==> config.mk <==
export PLATFORM = sky130hd
export DESIGN_NAME = segment_lcd_number_formatter_top
export DESIGN_NICKNAME = d
export VERILOG_FILES = /design/src/rtl/core/slnf_pkg.sv /design/src/rtl/core/slnf_ctrl.sv /design/src/rtl/core/slnf_dp.sv /design/src/rtl/core/segment_lcd_number_formatter_top.sv
export SDC_FILE = /design/constraint.sdc
export NUM_CORES = 2
export LEC_CHECK = 0
export BUFFER_PORTS_ARGS = -buffer_cell sky130_fd_sc_hd__buf_2
export CORE_ASPECT_RATIO = 1.2
export CORE_MARGIN = 2
export CORE_UTILIZATION = 50
export DETAILED_ROUTE_END_ITERATION = 6
export GPL_TIMING_DRIVEN = 0
export MAX_ROUTING_LAYER = met4
export PLACE_DENSITY = 0.64
export SLEW_MARGIN = 20
export SYNTH_ARGS = -nofsm -noshare
export SYNTH_HDL_FRONTEND = slang
export SYNTH_SLANG_ARGS = --single-unit
==> constraint.sdc <==
create_clock -name clock -period 15.05 [get_ports clock]
set_clock_uncertainty 0.15 [all_clocks]
set_input_delay 0.7525 -clock clock [delete_from_list [all_inputs] [get_ports clock]]
set_output_delay 0.7525 -clock clock [all_outputs]
set_load 0.005 [all_outputs]
==> src/rtl/core/slnf_pkg.sv <==
// Shared types, codes and glyph tables of the segment LCD number formatter.
`timescale 1ns / 1ps
package slnf_pkg;

   typedef struct packed {
      logic [2:0]  kind;
      logic [31:0] value;
      logic [1:0]  fraction_digits;
      logic [3:0]  digit_count;
      logic [15:0] annunciators;
      logic [4:0]  radix;
   } req_payload_type;

   typedef struct packed {
      logic [3:0] ram_address;
      logic [7:0] ram_byte;
      logic       last;
   } rsp_payload_type;

   // Commands from the controller to the datapath.
   typedef struct packed {
      logic start;
      logic split_mul;
      logic split_rem;
      logic plan;
      logic draw_minus;
      logic draw_digit;
      logic draw_flags;
      logic load_second;
      logic emit;
   } slnf_cmd_type;

   // Status from the datapath to the controller.
   typedef struct packed {
      logic reject;
      logic direct;
      logic has_digits;
      logic split_last;
      logic grp_neg;
      logic digit_last;
      logic second_pending;
      logic emit_done;
   } slnf_sts_type;

   localparam logic [2:0] KIND_BLANK          = 3'd0;
   localparam logic [2:0] KIND_FULL           = 3'd1;
   localparam logic [2:0] KIND_SIGNED         = 3'd2;
   localparam logic [2:0] KIND_FIXED_UNSIGNED = 3'd3;
   localparam logic [2:0] KIND_FIXED_NEGATIVE = 3'd4;

   localparam logic [1:0] CSR_DOT_FLAG_BIT = 2'd0;
   localparam logic [1:0] CSR_LETTER_P_BIT = 2'd1;
   localparam logic [1:0] CSR_LETTER_I_BIT = 2'd2;
   localparam logic [1:0] CSR_LETTER_U_BIT = 2'd3;

   localparam logic [4:0] GLYPH_MINUS = 5'd16;
   localparam logic [4:0] GLYPH_P     = 5'd17;
   localparam logic [4:0] GLYPH_I     = 5'd18;
   localparam logic [4:0] GLYPH_U     = 5'd19;

   localparam int FLAG_SLOTS = 11;
   localparam logic [31:0] DIV10_RECIP = 32'hCCCC_CCCD;

   function automatic logic [7:0] glyph_bits(input logic [4:0] g);
      case (g)
         5'd0:    glyph_bits = 8'h7D;
         5'd1:    glyph_bits = 8'h60;
         5'd2:    glyph_bits = 8'h3E;
         5'd3:    glyph_bits = 8'h7A;
         5'd4:    glyph_bits = 8'h63;
         5'd5:    glyph_bits = 8'h5B;
         5'd6:    glyph_bits = 8'h5F;
         5'd7:    glyph_bits = 8'h70;
         5'd8:    glyph_bits = 8'h7F;
         5'd9:    glyph_bits = 8'h7B;
         5'd10:   glyph_bits = 8'h77;
         5'd11:   glyph_bits = 8'h4F;
         5'd12:   glyph_bits = 8'h1D;
         5'd13:   glyph_bits = 8'h6E;
         5'd14:   glyph_bits = 8'h1F;
         5'd15:   glyph_bits = 8'h17;
         5'd16:   glyph_bits = 8'h02;
         5'd17:   glyph_bits = 8'h37;
         5'd18:   glyph_bits = 8'h05;
         5'd19:   glyph_bits = 8'h6D;
         default: glyph_bits = 8'h00;
      endcase
   endfunction

   // Nibble address of glyph half idx: position (idx/2)+1, high half when idx is odd.
   function automatic logic [4:0] glyph_naddr(input logic [4:0] idx);
      case (idx)
         5'd0:    glyph_naddr = 5'h00;
         5'd1:    glyph_naddr = 5'h01;
         5'd2:    glyph_naddr = 5'h02;
         5'd3:    glyph_naddr = 5'h03;
         5'd4:    glyph_naddr = 5'h04;
         5'd5:    glyph_naddr = 5'h05;
         5'd6:    glyph_naddr = 5'h0D;
         5'd7:    glyph_naddr = 5'h0E;
         5'd8:    glyph_naddr = 5'h0F;
         5'd9:    glyph_naddr = 5'h10;
         5'd10:   glyph_naddr = 5'h11;
         5'd11:   glyph_naddr = 5'h12;
         5'd12:   glyph_naddr = 5'h13;
         5'd13:   glyph_naddr = 5'h1A;
         5'd14:   glyph_naddr = 5'h1B;
         5'd15:   glyph_naddr = 5'h1C;
         5'd16:   glyph_naddr = 5'h1D;
         5'd17:   glyph_naddr = 5'h1E;
         default: glyph_naddr = 5'h00;
      endcase
   endfunction

   function automatic logic [3:0] flag_nib(input logic [3:0] i);
      case (i)
         4'd0:    flag_nib = 4'h8;
         4'd1:    flag_nib = 4'h1;
         4'd2:    flag_nib = 4'h4;
         4'd3:    flag_nib = 4'h8;
         4'd4:    flag_nib = 4'h1;
         4'd5:    flag_nib = 4'h8;
         4'd6:    flag_nib = 4'h8;
         4'd7:    flag_nib = 4'h2;
         4'd8:    flag_nib = 4'h4;
         4'd9:    flag_nib = 4'h8;
         4'd10:   flag_nib = 4'h8;
         default: flag_nib = 4'h0;
      endcase
   endfunction

   function automatic logic [4:0] flag_naddr(input logic [3:0] i);
      case (i)
         4'd0:    flag_naddr = 5'h12;
         4'd1:    flag_naddr = 5'h1D;
         4'd2:    flag_naddr = 5'h1D;
         4'd3:    flag_naddr = 5'h1D;
         4'd4:    flag_naddr = 5'h1E;
         4'd5:    flag_naddr = 5'h1A;
         4'd6:    flag_naddr = 5'h1C;
         4'd7:    flag_naddr = 5'h1E;
         4'd8:    flag_naddr = 5'h1E;
         4'd9:    flag_naddr = 5'h01;
         4'd10:   flag_naddr = 5'h03;
         default: flag_naddr = 5'h00;
      endcase
   endfunction

   // Image-wide OR mask that places nibble n at nibble address a.
   function automatic logic [127:0] nib_mask(input logic [4:0] a, input logic [3:0] n);
      logic [127:0] m;
      m = '0;
      for (int k = 0; k < 32; k++) begin
         if (a == 5'(k)) begin
            m[k*4 +: 4] = n;
         end
      end
      return m;
   endfunction

endpackage

==> src/rtl/core/slnf_ctrl.sv <==
// Sequencing state machine of the segment LCD number formatter.
`timescale 1ns / 1ps
module slnf_ctrl (
   input  logic                  clock,
   input  logic                  reset,
   input  logic                  req_valid,
   output logic                  req_stall,
   output slnf_pkg::slnf_cmd_type cmd,
   input  slnf_pkg::slnf_sts_type sts
);
   import slnf_pkg::*;

   typedef enum logic [8:0] {
      ST_IDLE  = 9'b000000001,
      ST_MUL   = 9'b000000010,
      ST_REM   = 9'b000000100,
      ST_PLAN  = 9'b000001000,
      ST_MINUS = 9'b000010000,
      ST_DIGIT = 9'b000100000,
      ST_FLAGS = 9'b001000000,
      ST_NEXT  = 9'b010000000,
      ST_EMIT  = 9'b100000000
   } state_type;

   state_type state_ff, state_in;
   logic      accept;

   assign req_stall = (state_ff != ST_IDLE);
   assign accept    = req_valid && (state_ff == ST_IDLE);

   always_comb begin
      cmd             = '0;
      cmd.start       = accept;
      cmd.split_mul   = (state_ff == ST_MUL);
      cmd.split_rem   = (state_ff == ST_REM);
      cmd.plan        = (state_ff == ST_PLAN);
      cmd.draw_minus  = (state_ff == ST_MINUS);
      cmd.draw_digit  = (state_ff == ST_DIGIT);
      cmd.draw_flags  = (state_ff == ST_FLAGS);
      cmd.load_second = (state_ff == ST_NEXT);
      cmd.emit        = (state_ff == ST_EMIT);
   end

   always_comb begin
      state_in = state_ff;
      case (state_ff)
         ST_IDLE: begin
            if (accept && !sts.reject) begin
               if (sts.direct) begin
                  state_in = ST_EMIT;
               end else if (sts.has_digits) begin
                  state_in = ST_MUL;
               end else begin
                  state_in = ST_PLAN;
               end
            end
         end
         ST_MUL:   state_in = ST_REM;
         ST_REM:   state_in = sts.split_last ? ST_PLAN : ST_MUL;
         ST_PLAN:  state_in = sts.grp_neg ? ST_MINUS : ST_DIGIT;
         ST_MINUS: state_in = ST_DIGIT;
         ST_DIGIT: state_in = sts.digit_last ? ST_FLAGS : ST_DIGIT;
         ST_FLAGS: state_in = sts.second_pending ? ST_NEXT : ST_EMIT;
         ST_NEXT:  state_in = ST_DIGIT;
         ST_EMIT:  state_in = sts.emit_done ? ST_IDLE : ST_EMIT;
         default:  state_in = ST_IDLE;
      endcase
   end

   always_ff @(posedge clock) begin
      if (reset) begin
         state_ff <= ST_IDLE;
      end else begin
         state_ff <= state_in;
      end
   end

endmodule

==> src/rtl/core/slnf_dp.sv <==
// Datapath of the segment LCD number formatter: digit split, placement, image and output.
`timescale 1ns / 1ps
module slnf_dp #(
   parameter int DIGIT_POSITIONS = 8
) (
   input  logic                     clock,
   input  logic                     reset,
   input  slnf_pkg::slnf_cmd_type   cmd,
   output slnf_pkg::slnf_sts_type   sts,
   input  slnf_pkg::req_payload_type req_payload,
   input  logic                     csr_write,
   input  logic [1:0]               csr_index,
   input  logic [3:0]               csr_data,
   output logic                     rsp_valid,
   input  logic                     rsp_stall,
   output slnf_pkg::rsp_payload_type rsp_payload
);
   import slnf_pkg::*;

   localparam int CNT_W = $clog2(DIGIT_POSITIONS + 1);
   localparam int IDX_W = (DIGIT_POSITIONS > 1) ? $clog2(DIGIT_POSITIONS) : 1;
   localparam int SW    = CNT_W + 2;
   localparam logic signed [SW-1:0] P_S   = SW'(DIGIT_POSITIONS);
   localparam logic signed [SW-1:0] TWO_S = SW'(2);

   logic [3:0] dot_ff, letp_ff, leti_ff, letu_ff;

   req_payload_type  pl_ff;
   logic [31:0]      mag_ff;
   logic [63:0]      prod_ff;
   logic [CNT_W-1:0] split_left_ff;
   logic [IDX_W-1:0] wr_idx_ff;
   logic [3:0]       scratch_ff [DIGIT_POSITIONS];
   logic             neg_ff;
   logic [CNT_W-1:0] int_ct_ff;
   logic [CNT_W-1:0] rd_idx_ff;
   logic [CNT_W-1:0] left_ff;
   logic [3:0]       pos_ff;
   logic [15:0]      gflags_ff;
   logic             second_ff;
   logic [127:0]     image_ff;
   logic [3:0]       addr_ff;
   rsp_payload_type  rsp_ff;
   logic             rsp_valid_ff;

   // Command decode at the input.
   logic             radix_ok, neg_s, fnz, reject, direct;
   logic signed [SW-1:0] ict_s;
   logic [CNT_W-1:0] count_s, ict_u;
   logic [31:0]      mag_s;

   always_comb begin
      radix_ok = (req_payload.radix == 5'd10) || (req_payload.radix == 5'd16);
      fnz      = (req_payload.fraction_digits != 2'd0);
      neg_s    = 1'b0;
      case (req_payload.kind)
         KIND_SIGNED:         neg_s = req_payload.value[31];
         KIND_FIXED_NEGATIVE: neg_s = 1'b1;
         default:             neg_s = 1'b0;
      endcase
      mag_s = neg_s ? (32'd0 - req_payload.value) : req_payload.value;
      ict_s = P_S - $signed({{(SW-1){1'b0}}, neg_s}) - (fnz ? TWO_S : '0);
      ict_u = ict_s[CNT_W-1:0];
      reject = 1'b0;
      direct = 1'b0;
      count_s = CNT_W'(req_payload.digit_count);
      case (req_payload.kind)
         KIND_BLANK: direct = 1'b1;
         KIND_FULL:  direct = 1'b1;
         KIND_SIGNED: begin
            reject  = !radix_ok || (req_payload.fraction_digits == 2'd3);
            direct  = !(ict_s > 0);
            count_s = ict_u + CNT_W'(req_payload.fraction_digits);
         end
         KIND_FIXED_UNSIGNED: begin
            reject = !radix_ok || (32'(req_payload.digit_count) >= DIGIT_POSITIONS);
         end
         KIND_FIXED_NEGATIVE: begin
            reject = !radix_ok || (32'(req_payload.digit_count) >= DIGIT_POSITIONS - 1) ||
                     !req_payload.value[31];
         end
         default: reject = 1'b1;
      endcase
   end

   // Digit extraction: base 16 by shift, base 10 by reciprocal multiply and correction.
   logic        hex;
   logic [31:0] quo;
   logic [31:0] q10;
   logic [3:0]  rem;

   always_comb begin
      hex = (pl_ff.radix == 5'd16);
      quo = hex ? {4'd0, mag_ff[31:4]} : {3'd0, prod_ff[63:35]};
      q10 = {quo[28:0], 3'd0} + {quo[30:0], 1'd0};
      rem = hex ? mag_ff[3:0] : 4'(mag_ff - q10);
   end

   // Leading zero search over the integer digits.
   logic [CNT_W-1:0] lz;
   always_comb begin
      lz = int_ct_ff - CNT_W'(1);
      for (int j = DIGIT_POSITIONS - 1; j >= 0; j--) begin
         if ((CNT_W'(j) < int_ct_ff) && (scratch_ff[j] != 4'd0)) begin
            lz = CNT_W'(j);
         end
      end
   end

   // Fixed-width placement start.
   logic [4:0] fix_span;
   always_comb begin
      if (pl_ff.kind == KIND_FIXED_NEGATIVE) begin
         fix_span = 5'(DIGIT_POSITIONS - 1) - {1'b0, pl_ff.digit_count};
      end else begin
         fix_span = 5'(DIGIT_POSITIONS) - {1'b0, pl_ff.digit_count};
      end
   end

   // Glyph and flag masks.
   logic [4:0]   glyph;
   logic [7:0]   gbits;
   logic [4:0]   gidx;
   logic [127:0] gmask, fmask;
   logic [15:0]  fint;

   always_comb begin
      glyph = cmd.draw_minus ? GLYPH_MINUS : {1'b0, scratch_ff[rd_idx_ff[IDX_W-1:0]]};
      gbits = glyph_bits(glyph);
      gidx  = {pos_ff - 4'd1, 1'b0};
      gmask = nib_mask(glyph_naddr(gidx), gbits[3:0]) |
              nib_mask(glyph_naddr(gidx | 5'd1), gbits[7:4]);
      fmask = '0;
      if (gflags_ff[letp_ff]) begin
         fmask = nib_mask(5'h00, 4'(glyph_bits(GLYPH_P))) |
                 nib_mask(5'h01, 4'(glyph_bits(GLYPH_P) >> 4));
      end else if (gflags_ff[leti_ff]) begin
         fmask = nib_mask(5'h00, 4'(glyph_bits(GLYPH_I))) |
                 nib_mask(5'h01, 4'(glyph_bits(GLYPH_I) >> 4));
      end else if (gflags_ff[letu_ff]) begin
         fmask = nib_mask(5'h00, 4'(glyph_bits(GLYPH_U))) |
                 nib_mask(5'h01, 4'(glyph_bits(GLYPH_U) >> 4));
      end
      for (int i = 0; i < FLAG_SLOTS; i++) begin
         if (gflags_ff[i]) begin
            fmask = fmask | nib_mask(flag_naddr(4'(i)), flag_nib(4'(i)));
         end
      end
      fint = pl_ff.annunciators & ~(16'd1 << dot_ff);
   end

   logic out_free, emit_load;
   assign out_free  = !rsp_valid_ff || !rsp_stall;
   assign emit_load = cmd.emit && out_free;

   always_comb begin
      sts                = '0;
      sts.reject         = reject;
      sts.direct         = direct;
      sts.has_digits     = (count_s != '0);
      sts.split_last     = (split_left_ff == CNT_W'(1));
      sts.grp_neg        = neg_ff;
      sts.digit_last     = (left_ff <= CNT_W'(1));
      sts.second_pending = second_ff;
      sts.emit_done      = emit_load && (addr_ff == 4'd15);
   end

   always_ff @(posedge clock) begin
      if (reset) begin
         dot_ff  <= 4'd0;
         letp_ff <= 4'd11;
         leti_ff <= 4'd12;
         letu_ff <= 4'd13;
      end else if (csr_write) begin
         case (csr_index)
            CSR_DOT_FLAG_BIT: dot_ff  <= csr_data;
            CSR_LETTER_P_BIT: letp_ff <= csr_data;
            CSR_LETTER_I_BIT: leti_ff <= csr_data;
            CSR_LETTER_U_BIT: letu_ff <= csr_data;
            default:          dot_ff  <= dot_ff;
         endcase
      end
   end

   always_ff @(posedge clock) begin
      if (cmd.start) begin
         pl_ff         <= req_payload;
         neg_ff        <= neg_s;
         mag_ff        <= mag_s;
         split_left_ff <= count_s;
         wr_idx_ff     <= IDX_W'(count_s - CNT_W'(1));
         int_ct_ff     <= ict_u;
         addr_ff       <= 4'd0;
         image_ff      <= (req_payload.kind == KIND_FULL) ? '1 : '0;
         second_ff     <= 1'b0;
      end
      if (cmd.split_mul) begin
         prod_ff <= mag_ff * DIV10_RECIP;
      end
      if (cmd.split_rem) begin
         scratch_ff[wr_idx_ff] <= rem;
         mag_ff                <= quo;
         wr_idx_ff             <= wr_idx_ff - IDX_W'(1);
         split_left_ff         <= split_left_ff - CNT_W'(1);
      end
      if (cmd.plan) begin
         gflags_ff <= fint;
         if (pl_ff.kind == KIND_SIGNED) begin
            rd_idx_ff <= lz;
            left_ff   <= int_ct_ff - lz;
            pos_ff    <= (pl_ff.fraction_digits != 2'd0) ? (4'(lz) + 4'd1)
                                                         : (4'(lz >> 1) + 4'd1);
            second_ff <= (pl_ff.fraction_digits != 2'd0);
         end else begin
            rd_idx_ff <= '0;
            left_ff   <= CNT_W'(pl_ff.digit_count);
            pos_ff    <= 4'(fix_span >> 1) + 4'd1;
            second_ff <= 1'b0;
         end
      end
      if (cmd.draw_minus) begin
         image_ff <= image_ff | gmask;
         pos_ff   <= pos_ff + 4'd1;
      end
      if (cmd.draw_digit && (left_ff != '0)) begin
         image_ff  <= image_ff | gmask;
         pos_ff    <= pos_ff + 4'd1;
         rd_idx_ff <= rd_idx_ff + CNT_W'(1);
         left_ff   <= left_ff - CNT_W'(1);
      end
      if (cmd.draw_flags) begin
         image_ff <= image_ff | fmask;
      end
      if (cmd.load_second) begin
         rd_idx_ff <= int_ct_ff;
         left_ff   <= CNT_W'(pl_ff.fraction_digits);
         pos_ff    <= 4'(DIGIT_POSITIONS - 1);
         gflags_ff <= 16'd1 << dot_ff;
         neg_ff    <= 1'b0;
         second_ff <= 1'b0;
      end
      if (emit_load) begin
         rsp_ff.ram_address <= addr_ff;
         rsp_ff.ram_byte    <= image_ff[{addr_ff, 3'd0} +: 8];
         rsp_ff.last        <= (addr_ff == 4'd15);
         addr_ff            <= addr_ff + 4'd1;
      end
   end

   always_ff @(posedge clock) begin
      if (reset) begin
         rsp_valid_ff <= 1'b0;
      end else if (emit_load) begin
         rsp_valid_ff <= 1'b1;
      end else if (!rsp_stall) begin
         rsp_valid_ff <= 1'b0;
      end
   end

   assign rsp_valid   = rsp_valid_ff;
   assign rsp_payload = rsp_ff;

endmodule

==> src/rtl/core/segment_lcd_number_formatter_top.sv <==
// Top level of the segment LCD number formatter.
`timescale 1ns / 1ps
// Each accepted item is one display command; it clears a 16-byte segment image (or sets
// it for full), draws blank, full, a signed number with up to two fraction digits, or a
// fixed-width unsigned or negative number in base 10 or 16, ORs in annunciator flags and
// letter glyphs, and then sends all 16 image bytes as result items in ascending address
// order, the sixteenth marked last. Commands with an unsupported radix, fraction count,
// width, sign or kind are taken and produce nothing. One command at a time is in flight:
// the digit splitter does a 32 by 32 reciprocal multiply, then a correction step, for each
// digit; then come glyph and flag drawing and the output of one byte per cycle while the
// output is not stalled. A new command is taken as soon as the last byte is in the output
// register. The flag bit of the decimal point and of the P, I and U letters are set through
// the configuration port; the user must set them only while the block is idle, which the
// block itself does not enforce.
module segment_lcd_number_formatter_top #(
   parameter int DIGIT_POSITIONS = 8
) (
   input  logic                      clock,
   input  logic                      reset,
   input  logic                      req_valid,
   output logic                      req_stall,
   input  slnf_pkg::req_payload_type req_payload,
   output logic                      rsp_valid,
   input  logic                      rsp_stall,
   output slnf_pkg::rsp_payload_type rsp_payload,
   input  logic                      csr_write,
   input  logic [1:0]                csr_index,
   input  logic [3:0]                csr_data
);
   import slnf_pkg::*;

   slnf_cmd_type cmd;
   slnf_sts_type sts;

   // The controller sequences split, placement and emission.
   slnf_ctrl u_ctrl (
      .clock     (clock),
      .reset     (reset),
      .req_valid (req_valid),
      .req_stall (req_stall),
      .cmd       (cmd),
      .sts       (sts)
   );

   // The datapath holds the digits, the image and the output register.
   slnf_dp #(
      .DIGIT_POSITIONS (DIGIT_POSITIONS)
   ) u_dp (
      .clock       (clock),
      .reset       (reset),
      .cmd         (cmd),
      .sts         (sts),
      .req_payload (req_payload),
      .csr_write   (csr_write),
      .csr_index   (csr_index),
      .csr_data    (csr_data),
      .rsp_valid   (rsp_valid),
      .rsp_stall   (rsp_stall),
      .rsp_payload (rsp_payload)
   );

   // A stalled result item stays valid and unchanged.
   a_hold_stalled: assert property (@(posedge clock) disable iff (reset)
      rsp_valid && rsp_stall |=> rsp_valid && $stable(rsp_payload))
      else $error("stalled result item changed or dropped");

   // Within a frame, bytes follow one another without gaps and in address order.
   a_frame_order: assert property (@(posedge clock) disable iff (reset)
      rsp_valid && !rsp_payload.last && !rsp_stall |=>
         rsp_valid && (rsp_payload.ram_address == $past(rsp_payload.ram_address) + 4'd1))
      else $error("frame bytes out of order or interrupted");

   // A new command is only taken when no frame is partly sent.
   a_idle_no_frame: assert property (@(posedge clock) disable iff (reset)
      !req_stall |-> !(rsp_valid && !rsp_payload.last))
      else $error("input taken while a frame is still being sent");

endmodule

==> results.txt <==
Status -> finished, violations left
Failing checks -> design-rule violations
Final setup margin -> 5834 ps
Filler instances -> 6,240
Initial antenna violation count -> 1
Initial DRC count -> 1,955
CTS resizes -> 0
Critical path's top delay family -> adder cells
Worst-path clk slew -> 60 ps
First-pass GRT wire length -> 159,500 µm
Pre-CTS setup slack -> 5930 ps
Die X -> 246.0 µm
Final Cycle Share -> 61.23%
Layout cells sized above 1 -> 7.015%
MaxCap Viol Count -> 0
Syn nets -> 4,263
CTS tree -> yes
FF+latch area -> 0.009749 mm²
Port bufs -> 87
Vias in the first global route -> 27,490
Top cells by area, synth -> edfxtp_1 26%, fa_1 22%, ha_1 14%, inv_1 6.3%, mux4_2 4.0%
Crit-path cells -> ha_1 > inv_1 > fa_1 > inv_1 > fa_1 > inv_1 > fa_1 > inv_1 > fa_1 > fa_1 > fa_1 > inv_1 > fa_1 > inv_1 > ha_1 > nand4_1 > nor4_1 > a22oi_1 > a211oi_1 > o21ai_0 > a211oi_1 > a21o_1 > a31oi_1 > xnor2_1
CP required -> 15,210 ps
Clock root buffer -> clkbuf_16
GPL Wtd Cong -> 1.047
Post-DRT Antenna Nets -> 0
DR pass1 iterations -> 7
Commonest non-fill, non-tap cells in the layout -> 585 x inv_1, 388 x fa_1, 382 x ha_1
Yosys top cell area share -> 25.63%
FF+latch count, synth -> 337
Via density -> 5.833
Grt ovf -> 0
Core area -> 0.06963 mm²
Drt total wl -> 103,300 µm
Worst Path Class, Setup -> reg -> reg
RSZ-0062 raised after global routing -> false
Setup TNS -> 0 ps
Fmax achieved -> 108.5 MHz
Worst Max-Slew Pin Slew -> 1057 ps
IO Count -> 88
Startpoint types -> flop
Worst-skew pair later-pin latency -> 570 ps
Slew HR -> 28.51%
Final Hold Violating Endpoints -> 0
Vias -> 26,230
Syn Area/Cell -> 10.28 µm²
# rows -> 106
Non-Filler Cell Area, Final -> 0.03808 mm²
Yosys warning count -> 0
Commonest non-fill, non-tap cell in the layout -> inv_1
Post-synth EDFFs -> 300
Post-synthesis cell type count -> 72
Crit. End Element -> flop
Async set-reset flop share out of synthesis -> 0%
Clock buffer depth -> 3
Cts-stage hold buffer count -> 0
Final setup vio count -> 0
Multi-input logic area -> 0.02276 mm²
Critical-path top delay cell -> edfxtp_1
CTS Buf Count -> 38
Die Y -> 294.5 µm
DP Wirelength -> 86,070 µm
CTS HTree Levels -> 2
DR WL/cell -> 22.97 µm
Crit path buf inv count -> 6
Placed cell areas -> 0.03694 mm²
DRC viols -> 1
CP arrival -> 9380 ps
Number of nets in the layout -> 4,397
Area Growth Syn to Fin -> 8.319%
Largest net degree at the start of global routing -> 35
Fin crit period -> 9216 ps
Crit-path max cell delay -> 750 ps
Clk sinks -> 337
Initial Util -> 50.48%
Mapped Area -> 0.03515 mm²
Part of the Yosys area used for sequential elements -> 27.74%
Top FF cell, synth -> edfxtp_1
Worst hold path type -> in -> reg
Post-Synthesis Cells -> 3,420
Slew Viols, Final -> 0
Max FO, Critical Path -> 6
Die Area -> 0.07245 mm²
Total GRT Usage -> 29.99%
Post-CTS setup buffer count -> 0
CP most frequent cell -> fa_1
Top cell type by total area after synthesis -> edfxtp_1
-- logic make-up after synthesis --
family          synth area share (%)
compound gates                 10.39
xor+xnor                       3.189
fa+ha+maj                      35.69
buf+inv                        7.621
flops                          27.74
mux                            4.613
simple gates                   10.76
-- Yosys cell counts, types with 19 or more instances --
library cell and instances:
a2111oi_0 29, a211oi_1 24, a21o_1 52, a21oi_1 128, a31oi_1 42, and2_1 20
clkbuf_1 90, dfxtp_1 37, edfxtp_1 300, fa_1 388, ha_1 382, inv_1 587
mux4_2 63, nand2_1 215, nand3_1 55, nor2_1 323, nor2b_1 20, nor3_1 66
nor4_1 20, o21ai_0 150, o22ai_1 19, xnor2_1 73, xor2_1 55
-- routing by layer --
layer | part of all wire, % | vias up | global-route usage, % | routed length [µm]
met5 | 0 | - | - | 0
met4 | 6.5 | 0 | 16.30 | 6763
met3 | 4.8 | 317 | 3.114 | 4915
met2 | 52 | 913 | 53.02 | 53610
met1 | 37 | 13040 | 33.09 | 37990
li1 | - | 11970 | - | -
-- metrics by stage --
step,std cells,hold WS (ps),utilization (%)
global placement,4425,286.2,52.76
global route,4497,200.9,54.68
finish,4497,210.6,54.68
floorplan,3420,274.4,-
CTS,4496,189.9,54.67
detailed placement,4432,288.3,53.05
-- sequential cells by signal, indices dropped and copies added, names as in the netlist, 9 cells and up, named ones only --
register          cells
u_dp.image_ff       128
u_dp.mag_ff          32
u_dp.scratch_ff      32
u_dp.pl_ff           30
u_dp.prod_ff         29
u_dp.gflags_ff       16
u_dp.rsp_payload     13
u_ctrl.state_ff       9
-- worst paths after layout --
path         cells past startpoint              endpoint  slack, ps             from
min reg2reg                      0  u_dp.rsp_payload[12]        300  u_dp.addr_ff[3]
max reg2reg                     24      u_dp.prod_ff[56]       5830  u_dp.mag_ff[18]
max                             24      u_dp.prod_ff[56]       5830  u_dp.mag_ff[18]
min                              1        u_dp.pl_ff[13]        210  req_payload[13]
-- area by class of cell --
class                           instances  share of cell area [%]
Antenna cell                            1                0.006572
Buffer                                115                   1.249
Clock buffer                           52                   2.662
Clock inverter                         12                  0.2990
Inverter                              587                   5.787
Multi-Input combinational cell       2381                   59.78
Sequential cell                       337                   25.61
Tap cell                              918                   3.017
Timing Repair Buffer                   94                   1.597
-- worst register-to-register path: stages, from the launching register on --
cell and delay (ps):
edfxtp_1 750, ha_1 600, inv_1 220, fa_1 530, inv_1 60, fa_1 500, inv_1 60, fa_1 490
inv_1 50, fa_1 600, fa_1 490, fa_1 500, inv_1 50, fa_1 490, inv_1 40, ha_1 340
nand4_1 240, nor4_1 420, a22oi_1 210, a211oi_1 690, o21ai_0 420, a211oi_1 550, a21o_1 260, a31oi_1 110
xnor2_1 140
Power is left out: the tool's default activity adds up to more than one toggle a clock period on the data nets, which glitch-free logic cannot reach.
